## src/sbsc_pkg.sv

```systemverilog
`timescale 1ns / 1ps
// Shared types and constants for the sixteen-lane byte-sum checksum.
// This package has no dependencies. Every module in src imports it.
package sbsc_pkg;

    localparam int LANES      = 16;
    localparam int HALF_LANES = LANES / 2;
    localparam int BYTE_W     = 8;
    localparam int WORD_W     = 64;
    localparam int CFG_IDX_W  = 2;
    localparam int Q_DEPTH    = 2;
    localparam int Q_PTR_W    = 1;
    localparam int Q_CNT_W    = 2;

    localparam logic [BYTE_W-1:0] LANE_INV = 8'hFF;

    typedef logic [LANES-1:0][BYTE_W-1:0] lanes_t;

    typedef enum logic [CFG_IDX_W-1:0] {
        REG_SEED_LOW  = 2'd0,
        REG_SEED_HIGH = 2'd1
    } cfg_reg_t;

    typedef struct packed {
        lanes_t              lanes;
        logic [WORD_W-1:0]   exp_high;
        logic [WORD_W-1:0]   exp_low;
    } region_t;

    typedef struct packed {
        logic valid;
    } q_hs_t;

endpackage

```

## src/sbsc_front.sv

```systemverilog
`timescale 1ns / 1ps
// Front end: accepts data words and accumulates the sixteen lane sums.
// Hands the raw sums of each finished region to the queue. Uses sbsc_pkg.
module sbsc_front
    import sbsc_pkg::*;
(
    input  logic                clk,
    input  logic                rst_n,
    input  logic [WORD_W-1:0]   seed_low,
    input  logic [WORD_W-1:0]   seed_high,
    input  logic                accept,
    input  logic [WORD_W-1:0]   data_word,
    input  logic                last,
    input  logic [WORD_W-1:0]   expected_low,
    input  logic [WORD_W-1:0]   expected_high,
    output logic                q_push,
    output region_t             q_data
);

    lanes_t lanes_reg;
    lanes_t lanes_next;
    lanes_t base_lanes;
    logic   region_open_reg;
    logic   region_open_next;
    logic   upper_half_reg;
    logic   upper_half_next;
    logic   upper;

    assign base_lanes = region_open_reg ? lanes_reg : lanes_t'({seed_high, seed_low});
    assign upper      = region_open_reg & upper_half_reg;

    always_comb
    begin
        lanes_next = base_lanes;
        for (int i = 0; i < HALF_LANES; i++)
        begin
            if (upper)
            begin
                lanes_next[i + HALF_LANES] = base_lanes[i + HALF_LANES]
                                             + data_word[i*BYTE_W +: BYTE_W];
            end
            else
            begin
                lanes_next[i] = base_lanes[i] + data_word[i*BYTE_W +: BYTE_W];
            end
        end
    end

    always_comb
    begin
        region_open_next = region_open_reg;
        upper_half_next  = upper_half_reg;
        if (accept)
        begin
            region_open_next = ~last;
            upper_half_next  = ~upper;
        end
    end

    always_ff @(posedge clk or negedge rst_n)
    begin
        if (!rst_n)
        begin
            region_open_reg <= 1'b0;
            upper_half_reg  <= 1'b0;
        end
        else
        begin
            region_open_reg <= region_open_next;
            upper_half_reg  <= upper_half_next;
        end
    end

    always_ff @(posedge clk)
    begin
        if (accept)
        begin
            lanes_reg <= lanes_next;
        end
    end

    assign q_push          = accept & last;
    assign q_data.lanes    = lanes_next;
    assign q_data.exp_low  = expected_low;
    assign q_data.exp_high = expected_high;

endmodule

```

## src/sbsc_queue.sv

```systemverilog
`timescale 1ns / 1ps
// Two-entry queue of finished regions between front and back end.
// Uses region_t and queue sizing from sbsc_pkg.
module sbsc_queue
    import sbsc_pkg::*;
(
    input  logic     clk,
    input  logic     rst_n,
    input  logic     push,
    input  region_t  push_data,
    output logic     full,
    output q_hs_t    hs_out_valid,
    input  logic     pop_ready,
    output region_t  pop_data
);

    region_t              mem_reg [Q_DEPTH];
    logic [Q_PTR_W-1:0]   wr_ptr_reg;
    logic [Q_PTR_W-1:0]   wr_ptr_next;
    logic [Q_PTR_W-1:0]   rd_ptr_reg;
    logic [Q_PTR_W-1:0]   rd_ptr_next;
    logic [Q_CNT_W-1:0]   count_reg;
    logic [Q_CNT_W-1:0]   count_next;
    logic                 do_push;
    logic                 do_pop;

    assign full     = (count_reg == Q_CNT_W'(Q_DEPTH));
    assign do_push  = push & ~full;
    assign do_pop   = pop_ready & (count_reg != '0);
    assign pop_data = mem_reg[rd_ptr_reg];

    assign hs_out_valid.valid = (count_reg != '0);

    always_comb
    begin
        wr_ptr_next = do_push ? wr_ptr_reg + 1'b1 : wr_ptr_reg;
        rd_ptr_next = do_pop  ? rd_ptr_reg + 1'b1 : rd_ptr_reg;
        count_next  = count_reg + Q_CNT_W'(do_push) - Q_CNT_W'(do_pop);
    end

    always_ff @(posedge clk or negedge rst_n)
    begin
        if (!rst_n)
        begin
            wr_ptr_reg <= '0;
            rd_ptr_reg <= '0;
            count_reg  <= '0;
        end
        else
        begin
            wr_ptr_reg <= wr_ptr_next;
            rd_ptr_reg <= rd_ptr_next;
            count_reg  <= count_next;
        end
    end

    always_ff @(posedge clk)
    begin
        if (do_push)
        begin
            mem_reg[wr_ptr_reg] <= push_data;
        end
    end

endmodule

```

## src/sbsc_back.sv

```systemverilog
`timescale 1ns / 1ps
// Back end: two-stage lane fix-up, checksum compare and result register.
// Uses lanes_t, region_t and LANE_INV from sbsc_pkg.
module sbsc_back
    import sbsc_pkg::*;
(
    input  logic                clk,
    input  logic                rst_n,
    input  q_hs_t               hs_in,
    output logic                in_ready,
    input  region_t             in_data,
    input  logic                pop,
    output logic                empty,
    output logic [WORD_W-1:0]   sum_low,
    output logic [WORD_W-1:0]   sum_high,
    output logic                mismatch
);

    logic                a_valid_reg;
    logic                a_valid_next;
    lanes_t              a_lanes_reg;
    logic [WORD_W-1:0]   a_exp_low_reg;
    logic [WORD_W-1:0]   a_exp_high_reg;
    logic                b_valid_reg;
    logic                b_valid_next;
    lanes_t              b_lanes_reg;
    logic                b_mismatch_reg;
    logic                a_ready;
    logic                b_ready;
    logic                a_load;
    logic                b_load;
    lanes_t              fix_a;
    lanes_t              fix_b;

    assign b_ready  = ~b_valid_reg | pop;
    assign a_ready  = ~a_valid_reg | b_ready;
    assign in_ready = a_ready;
    assign a_load   = hs_in.valid & a_ready;
    assign b_load   = a_valid_reg & b_ready;

    always_comb
    begin
        fix_a = in_data.lanes;
        for (int i = 1; i < HALF_LANES; i++)
        begin
            if (fix_a[i] == fix_a[i-1])
            begin
                fix_a[i] = fix_a[i] ^ LANE_INV;
            end
        end
    end

    always_comb
    begin
        fix_b = a_lanes_reg;
        for (int i = HALF_LANES; i < LANES - 1; i++)
        begin
            if (fix_b[i] == fix_b[i-1])
            begin
                fix_b[i] = fix_b[i] ^ LANE_INV;
            end
        end
    end

    always_comb
    begin
        a_valid_next = a_load | (a_valid_reg & ~b_ready);
        b_valid_next = b_load | (b_valid_reg & ~pop);
    end

    always_ff @(posedge clk or negedge rst_n)
    begin
        if (!rst_n)
        begin
            a_valid_reg <= 1'b0;
            b_valid_reg <= 1'b0;
        end
        else
        begin
            a_valid_reg <= a_valid_next;
            b_valid_reg <= b_valid_next;
        end
    end

    always_ff @(posedge clk)
    begin
        if (a_load)
        begin
            a_lanes_reg    <= fix_a;
            a_exp_low_reg  <= in_data.exp_low;
            a_exp_high_reg <= in_data.exp_high;
        end
        if (b_load)
        begin
            b_lanes_reg    <= fix_b;
            b_mismatch_reg <= (fix_b != lanes_t'({a_exp_high_reg, a_exp_low_reg}));
        end
    end

    assign empty    = ~b_valid_reg;
    assign sum_low  = b_lanes_reg[HALF_LANES-1:0];
    assign sum_high = b_lanes_reg[LANES-1:HALF_LANES];
    assign mismatch = b_mismatch_reg;

endmodule

```

## src/sixteen_lane_byte_sum_checksum.sv

```systemverilog
`timescale 1ns / 1ps
// Sixteen-lane byte-sum checksum, top level: seed registers, front end, queue, back end.
// Depends on sbsc_pkg, sbsc_front, sbsc_queue and sbsc_back.
// Throughput: one data word per cycle while full is low; full rises only when the two-entry queue fills.
// A region's result passes through the queue, fix-up stage A and result stage B before empty goes low.
// The queue and the two fix-up stages hold up to four results waiting to be popped.
// Reset clears seeds to zero, closes the open region and empties queue and pipeline.
module sixteen_lane_byte_sum_checksum
    import sbsc_pkg::*;
(
    input  logic                   clk,
    input  logic                   rst_n,
    input  logic                   wr_en,
    input  logic [CFG_IDX_W-1:0]   wr_index,
    input  logic [WORD_W-1:0]      wr_data,
    input  logic                   push,
    output logic                   full,
    input  logic [WORD_W-1:0]      data_word,
    input  logic                   last,
    input  logic [WORD_W-1:0]      expected_low,
    input  logic [WORD_W-1:0]      expected_high,
    output logic                   empty,
    input  logic                   pop,
    output logic [WORD_W-1:0]      sum_low,
    output logic [WORD_W-1:0]      sum_high,
    output logic                   mismatch
);

    logic [WORD_W-1:0]   seed_low_reg;
    logic [WORD_W-1:0]   seed_high_reg;
    logic                accept;
    logic                q_push;
    region_t             q_in;
    region_t             q_out;
    q_hs_t               q_hs;
    logic                back_ready;

    always_ff @(posedge clk or negedge rst_n)
    begin
        if (!rst_n)
        begin
            seed_low_reg  <= '0;
            seed_high_reg <= '0;
        end
        else if (wr_en)
        begin
            unique case (wr_index)
                REG_SEED_LOW:  seed_low_reg  <= wr_data;
                REG_SEED_HIGH: seed_high_reg <= wr_data;
                default:       ;
            endcase
        end
    end

    assign accept = push & ~full;

    sbsc_front u_front (
        .clk           (clk),
        .rst_n         (rst_n),
        .seed_low      (seed_low_reg),
        .seed_high     (seed_high_reg),
        .accept        (accept),
        .data_word     (data_word),
        .last          (last),
        .expected_low  (expected_low),
        .expected_high (expected_high),
        .q_push        (q_push),
        .q_data        (q_in)
    );

    sbsc_queue u_queue (
        .clk          (clk),
        .rst_n        (rst_n),
        .push         (q_push),
        .push_data    (q_in),
        .full         (full),
        .hs_out_valid (q_hs),
        .pop_ready    (back_ready),
        .pop_data     (q_out)
    );

    sbsc_back u_back (
        .clk      (clk),
        .rst_n    (rst_n),
        .hs_in    (q_hs),
        .in_ready (back_ready),
        .in_data  (q_out),
        .pop      (pop),
        .empty    (empty),
        .sum_low  (sum_low),
        .sum_high (sum_high),
        .mismatch (mismatch)
    );

endmodule

```

## config.mk

```make
export PLATFORM = sky130hd
export DESIGN_NAME = sixteen_lane_byte_sum_checksum
export DESIGN_NICKNAME = d
export VERILOG_FILES = /design/src/sbsc_pkg.sv /design/src/sbsc_front.sv /design/src/sbsc_queue.sv /design/src/sbsc_back.sv /design/src/sixteen_lane_byte_sum_checksum.sv
export SDC_FILE = /design/constraint.sdc
export NUM_CORES = 1
export LEC_CHECK = 0
export ABC_CLOCK_PERIOD_IN_PS = 32700
export BUFFER_PORTS_ARGS = -buffer_cell sky130_fd_sc_hd__clkbuf_2
export CAP_MARGIN = 20
export CORE_ASPECT_RATIO = 0.75
export CORE_MARGIN = 2
export CORE_UTILIZATION = 58
export CTS_CLUSTER_SIZE = 14
export DETAILED_ROUTE_END_ITERATION = 6
export PLACE_DENSITY = 0.78
export SETUP_SLACK_MARGIN = 0.3
export SLEW_MARGIN = 10
export SYNTH_ARGS = -nofsm -noshare
export SYNTH_HDL_FRONTEND = slang
export SYNTH_SLANG_ARGS = --single-unit
```

## constraint.sdc

```tcl
create_clock -name clk -period 32.7 [get_ports clk]
set_input_delay 1.635 -clock clk [delete_from_list [all_inputs] [get_ports clk]]
set_output_delay 1.635 -clock clk [all_outputs]
set_load 0.03 [all_outputs]
```

==> run_results.csv <==
group,metric,value,unit
status,status,"finished clean",
placement,dpl_cell_area,0.0543,mm^2
routing,drcViolationCount,0,
sta,grt_setup_unrepaired,"no",
worst_setup_path,crit_type,"flip-flop to flip-flop",
grt,track_usage,0.269,
floorplan,dieHeight,261,um
synthesis,synth_mux_area_frac,0.111,
clocking,post_cts_buffers,0,
power,vdd.ir_drop.worst,0.0690,mV
sta,hold_violations,0,
placement,io_buffer_count,394,
routing,drt-total-wl,123,mm
synthesis,synth_warnings,0,
floorplan,initial_utilization,0.583,
synthesis,synth-main-ff-cell,"edfxtp_1",
routing,dr.pass1.iters,6,
worst_setup_path,path_cells,"buf_12 -> o21ai_0 -> nor4_1 -> nand4_1 -> mux2i_4 -> mux2i_4 -> mux2i_4 -> mux2i_4 -> mux2i_4 -> xnor2_1",
cells_and_area,fill_cells,6044,
synthesis,synth-async-reset-ratio,0.117,
floorplan,die-area,0.0903,mm^2
synthesis,ys_seq_area_frac,0.671,
cells_and_area,mostFrequentLayoutCells,"1,025 x edfxtp_1, 431 x mux2_2, 393 x clkbuf_2",
synthesis,ys_ff_latch,1161,
worst_setup_path,cp-end-kind,"flip-flop",
clocking,cts_sinks,1161,
worst_setup_path,path_buf_inv,1,
routing,ant_nets,0,
sta,max_slew_margin,0.195,
sta,drv_slew,0,
grt,grt_max_degree,164,
cells_and_area,largest_register_ffs,512,
clocking,cts-htree-levels,3,
placement,gp_congestion,0.885,
clocking,cts_root_buf,"clkbuf_16",
cells_and_area,fin_area,0.0578,mm^2
power,p_leak,0.0214,uW
cells_and_area,area_delta_synth_final,13.4,%
grt,grt_pass1_vias,28025,
worst_setup_path,worstPathRequired,33100,ps
placement,post-dp-hpwl,85.4,mm
sta,clock_skew,27.8,ps
routing,wl_per_cell,24.7,um
synthesis,synth.avg_cell_area,15.5,um^2
floorplan,ios,395,
worst_setup_path,crit_family,"multiplexers",
sta,setup_violations,0,
routing,first_iter_violations,2782,
worst_setup_path,cpPeakStageDelay,850,ps
routing,vias,28698,
grt,gr-total-overflow,0,
flow_run,maxCapViolCount,0,
worst_setup_path,cp-start-kind,"flip-flop",
synthesis,synth_xor_area_frac,0.0904,
sta,tightest_slew,1200,ps
floorplan,die_w,346,um
synthesis,synthTopCellsByArea,"edfxtp_1 60%, mux2_2 9.5%, dfrtp_1 6.7%",
synthesis,synth_simple_gate_area_share,0.0357,
synthesis,synth_top_area_cell,"edfxtp_1",
floorplan,core_area,0.0874,mm^2
worst_setup_path,cp_common_cell,"mux2i_4",
cells_and_area,layout_commonest_cell,"edfxtp_1",
synthesis,synthCells,3299,
synthesis,synth_compound_area_frac,0.0408,
clocking,cts_resized,0,
clocking,clockBufferDepth,3,
clocking,clock_latency,690,ps
synthesis,synth_top_family_by_area,"multiplexers",
synthesis,synth_area,0.0510,mm^2
synthesis,synth_edf_count,1025,
sta,period_share,0.179,
worst_setup_path,crit_path_top_delay_cell,"dfrtp_4",
grt,grt_pass1_wl,178,mm
synthesis,synth_fp_nets,3693,
floorplan,fp-row-count,94,
sta,max_freq,171,MHz
clocking,cts_buffers,108,
sta,finalSetupTns,0,ps
synthesis,synth.top_cell.area_share,0.604,
cells_and_area,drive_above_1_share,0.273,
worst_setup_path,path_max_fanout,163,
clocking,cts_tree,"built",
worst_setup_path,worstPathArrival,6240,ps
hold_path,hp-class,"flip-flop to flip-flop",
cells_and_area,nets,4113,
sta,period_minus_slack,5840,ps
routing,vias_per_cell,5.78,
clocking,clkTransAtPathRegs,70,ps
grt,antenna_found_initial,20,
power,power_density,105,mW/mm^2
clocking,ctsHoldBuffers,0,
synthesis,synthAdderAreaFrac,0.0343,
synthesis,synth_cell_types,54,
[metal layers]
layer / up-vias / part of all wire / track usage
met2: 1175 / 0.45 / 0.404
li1: 12987 / - / -
met3: 194 / 0.10 / 0.0805
met4: 18 / 0.022 / 0.0667
met1: 14324 / 0.42 / 0.386
met5: - / 0.00086 / 0
[stage by stage]
step | setup slack, ps | hold slack (ps) | instances | util | total power (uW)
floorplan | 16300 | 449 | 3299 | - | 4170
global placement | 26540 | 456 | 4760 | 0.621 | 4730
detailed placement | 26540 | 457 | 4761 | 0.621 | 4800
CTS | 27040 | 469 | 4960 | 0.661 | 6070
global route | 26630 | 488 | 4965 | 0.661 | 6350
finish | 26860 | 470 | 4967 | 0.661 | 6070
[path summary, 6_finish.rpt]
check	cells after the start	endpoint	slack [ps]	start
worst min register to register	0	u_back.sum_low[11]	470	u_back.a_lanes_reg[11]
worst min-delay path	0	u_back.sum_low[11]	470	u_back.a_lanes_reg[11]
max in group asynchronous	2	seed_high_reg[57]	30320	rst_n
min in group asynchronous	1	seed_low_reg[31]	1030	rst_n
worst max-delay path	10	u_back.a_lanes_reg[56]	26860	u_queue.rd_ptr_reg
worst max register to register	10	u_back.a_lanes_reg[56]	26860	u_queue.rd_ptr_reg
[cell type report]
cell class,count,area [um^2],area share
flip-flops and latches,1161,34200,0.592
clock inverters,65,642,0.0111
multi-input cells,1914,16000,0.276
repair buffers,430,2280,0.0395
well taps,1152,1440,0.0249
diodes,7,17.5,0.000303
clock buffers,134,2840,0.0492
inverters,104,393,0.00680
[power by group]
group	switching [uW]	internal, uW
registers	338	2360
clock network	551	705
logic	1330	781
[kinds of logic after synthesis]
| family | Yosys count |
|---|---|
| AO/OA/AOI/OAI | 358 |
| XOR/XNOR | 526 |
| adder cells (fa/ha/maj) | 130 |
| buffers and inverters | 224 |
| flip-flops | 1161 |
| multiplexers | 507 |
| AND/OR/NAND/NOR | 393 |
[synth_stat cells, types with 4 or more instances]
master,instances
ha_1,114
nor4_1,33
buf_1,23
a21oi_1,207
clkbuf_1,89
o2111ai_1,4
nor3_1,6
fa_1,16
buf_2,6
o21bai_1,48
or4_1,6
inv_1,103
mux2_2,431
nand4b_1,5
o21ai_0,45
nand4_1,47
nand3_1,6
mux2i_4,5
xor2_1,179
xnor2_1,347
dfrtp_1,136
a21o_1,35
o22ai_1,4
edfxtp_1,1025
nand2_1,88
and2_1,11
nor2_1,176
mux2i_1,71
(Power assumes the default switching activity.)
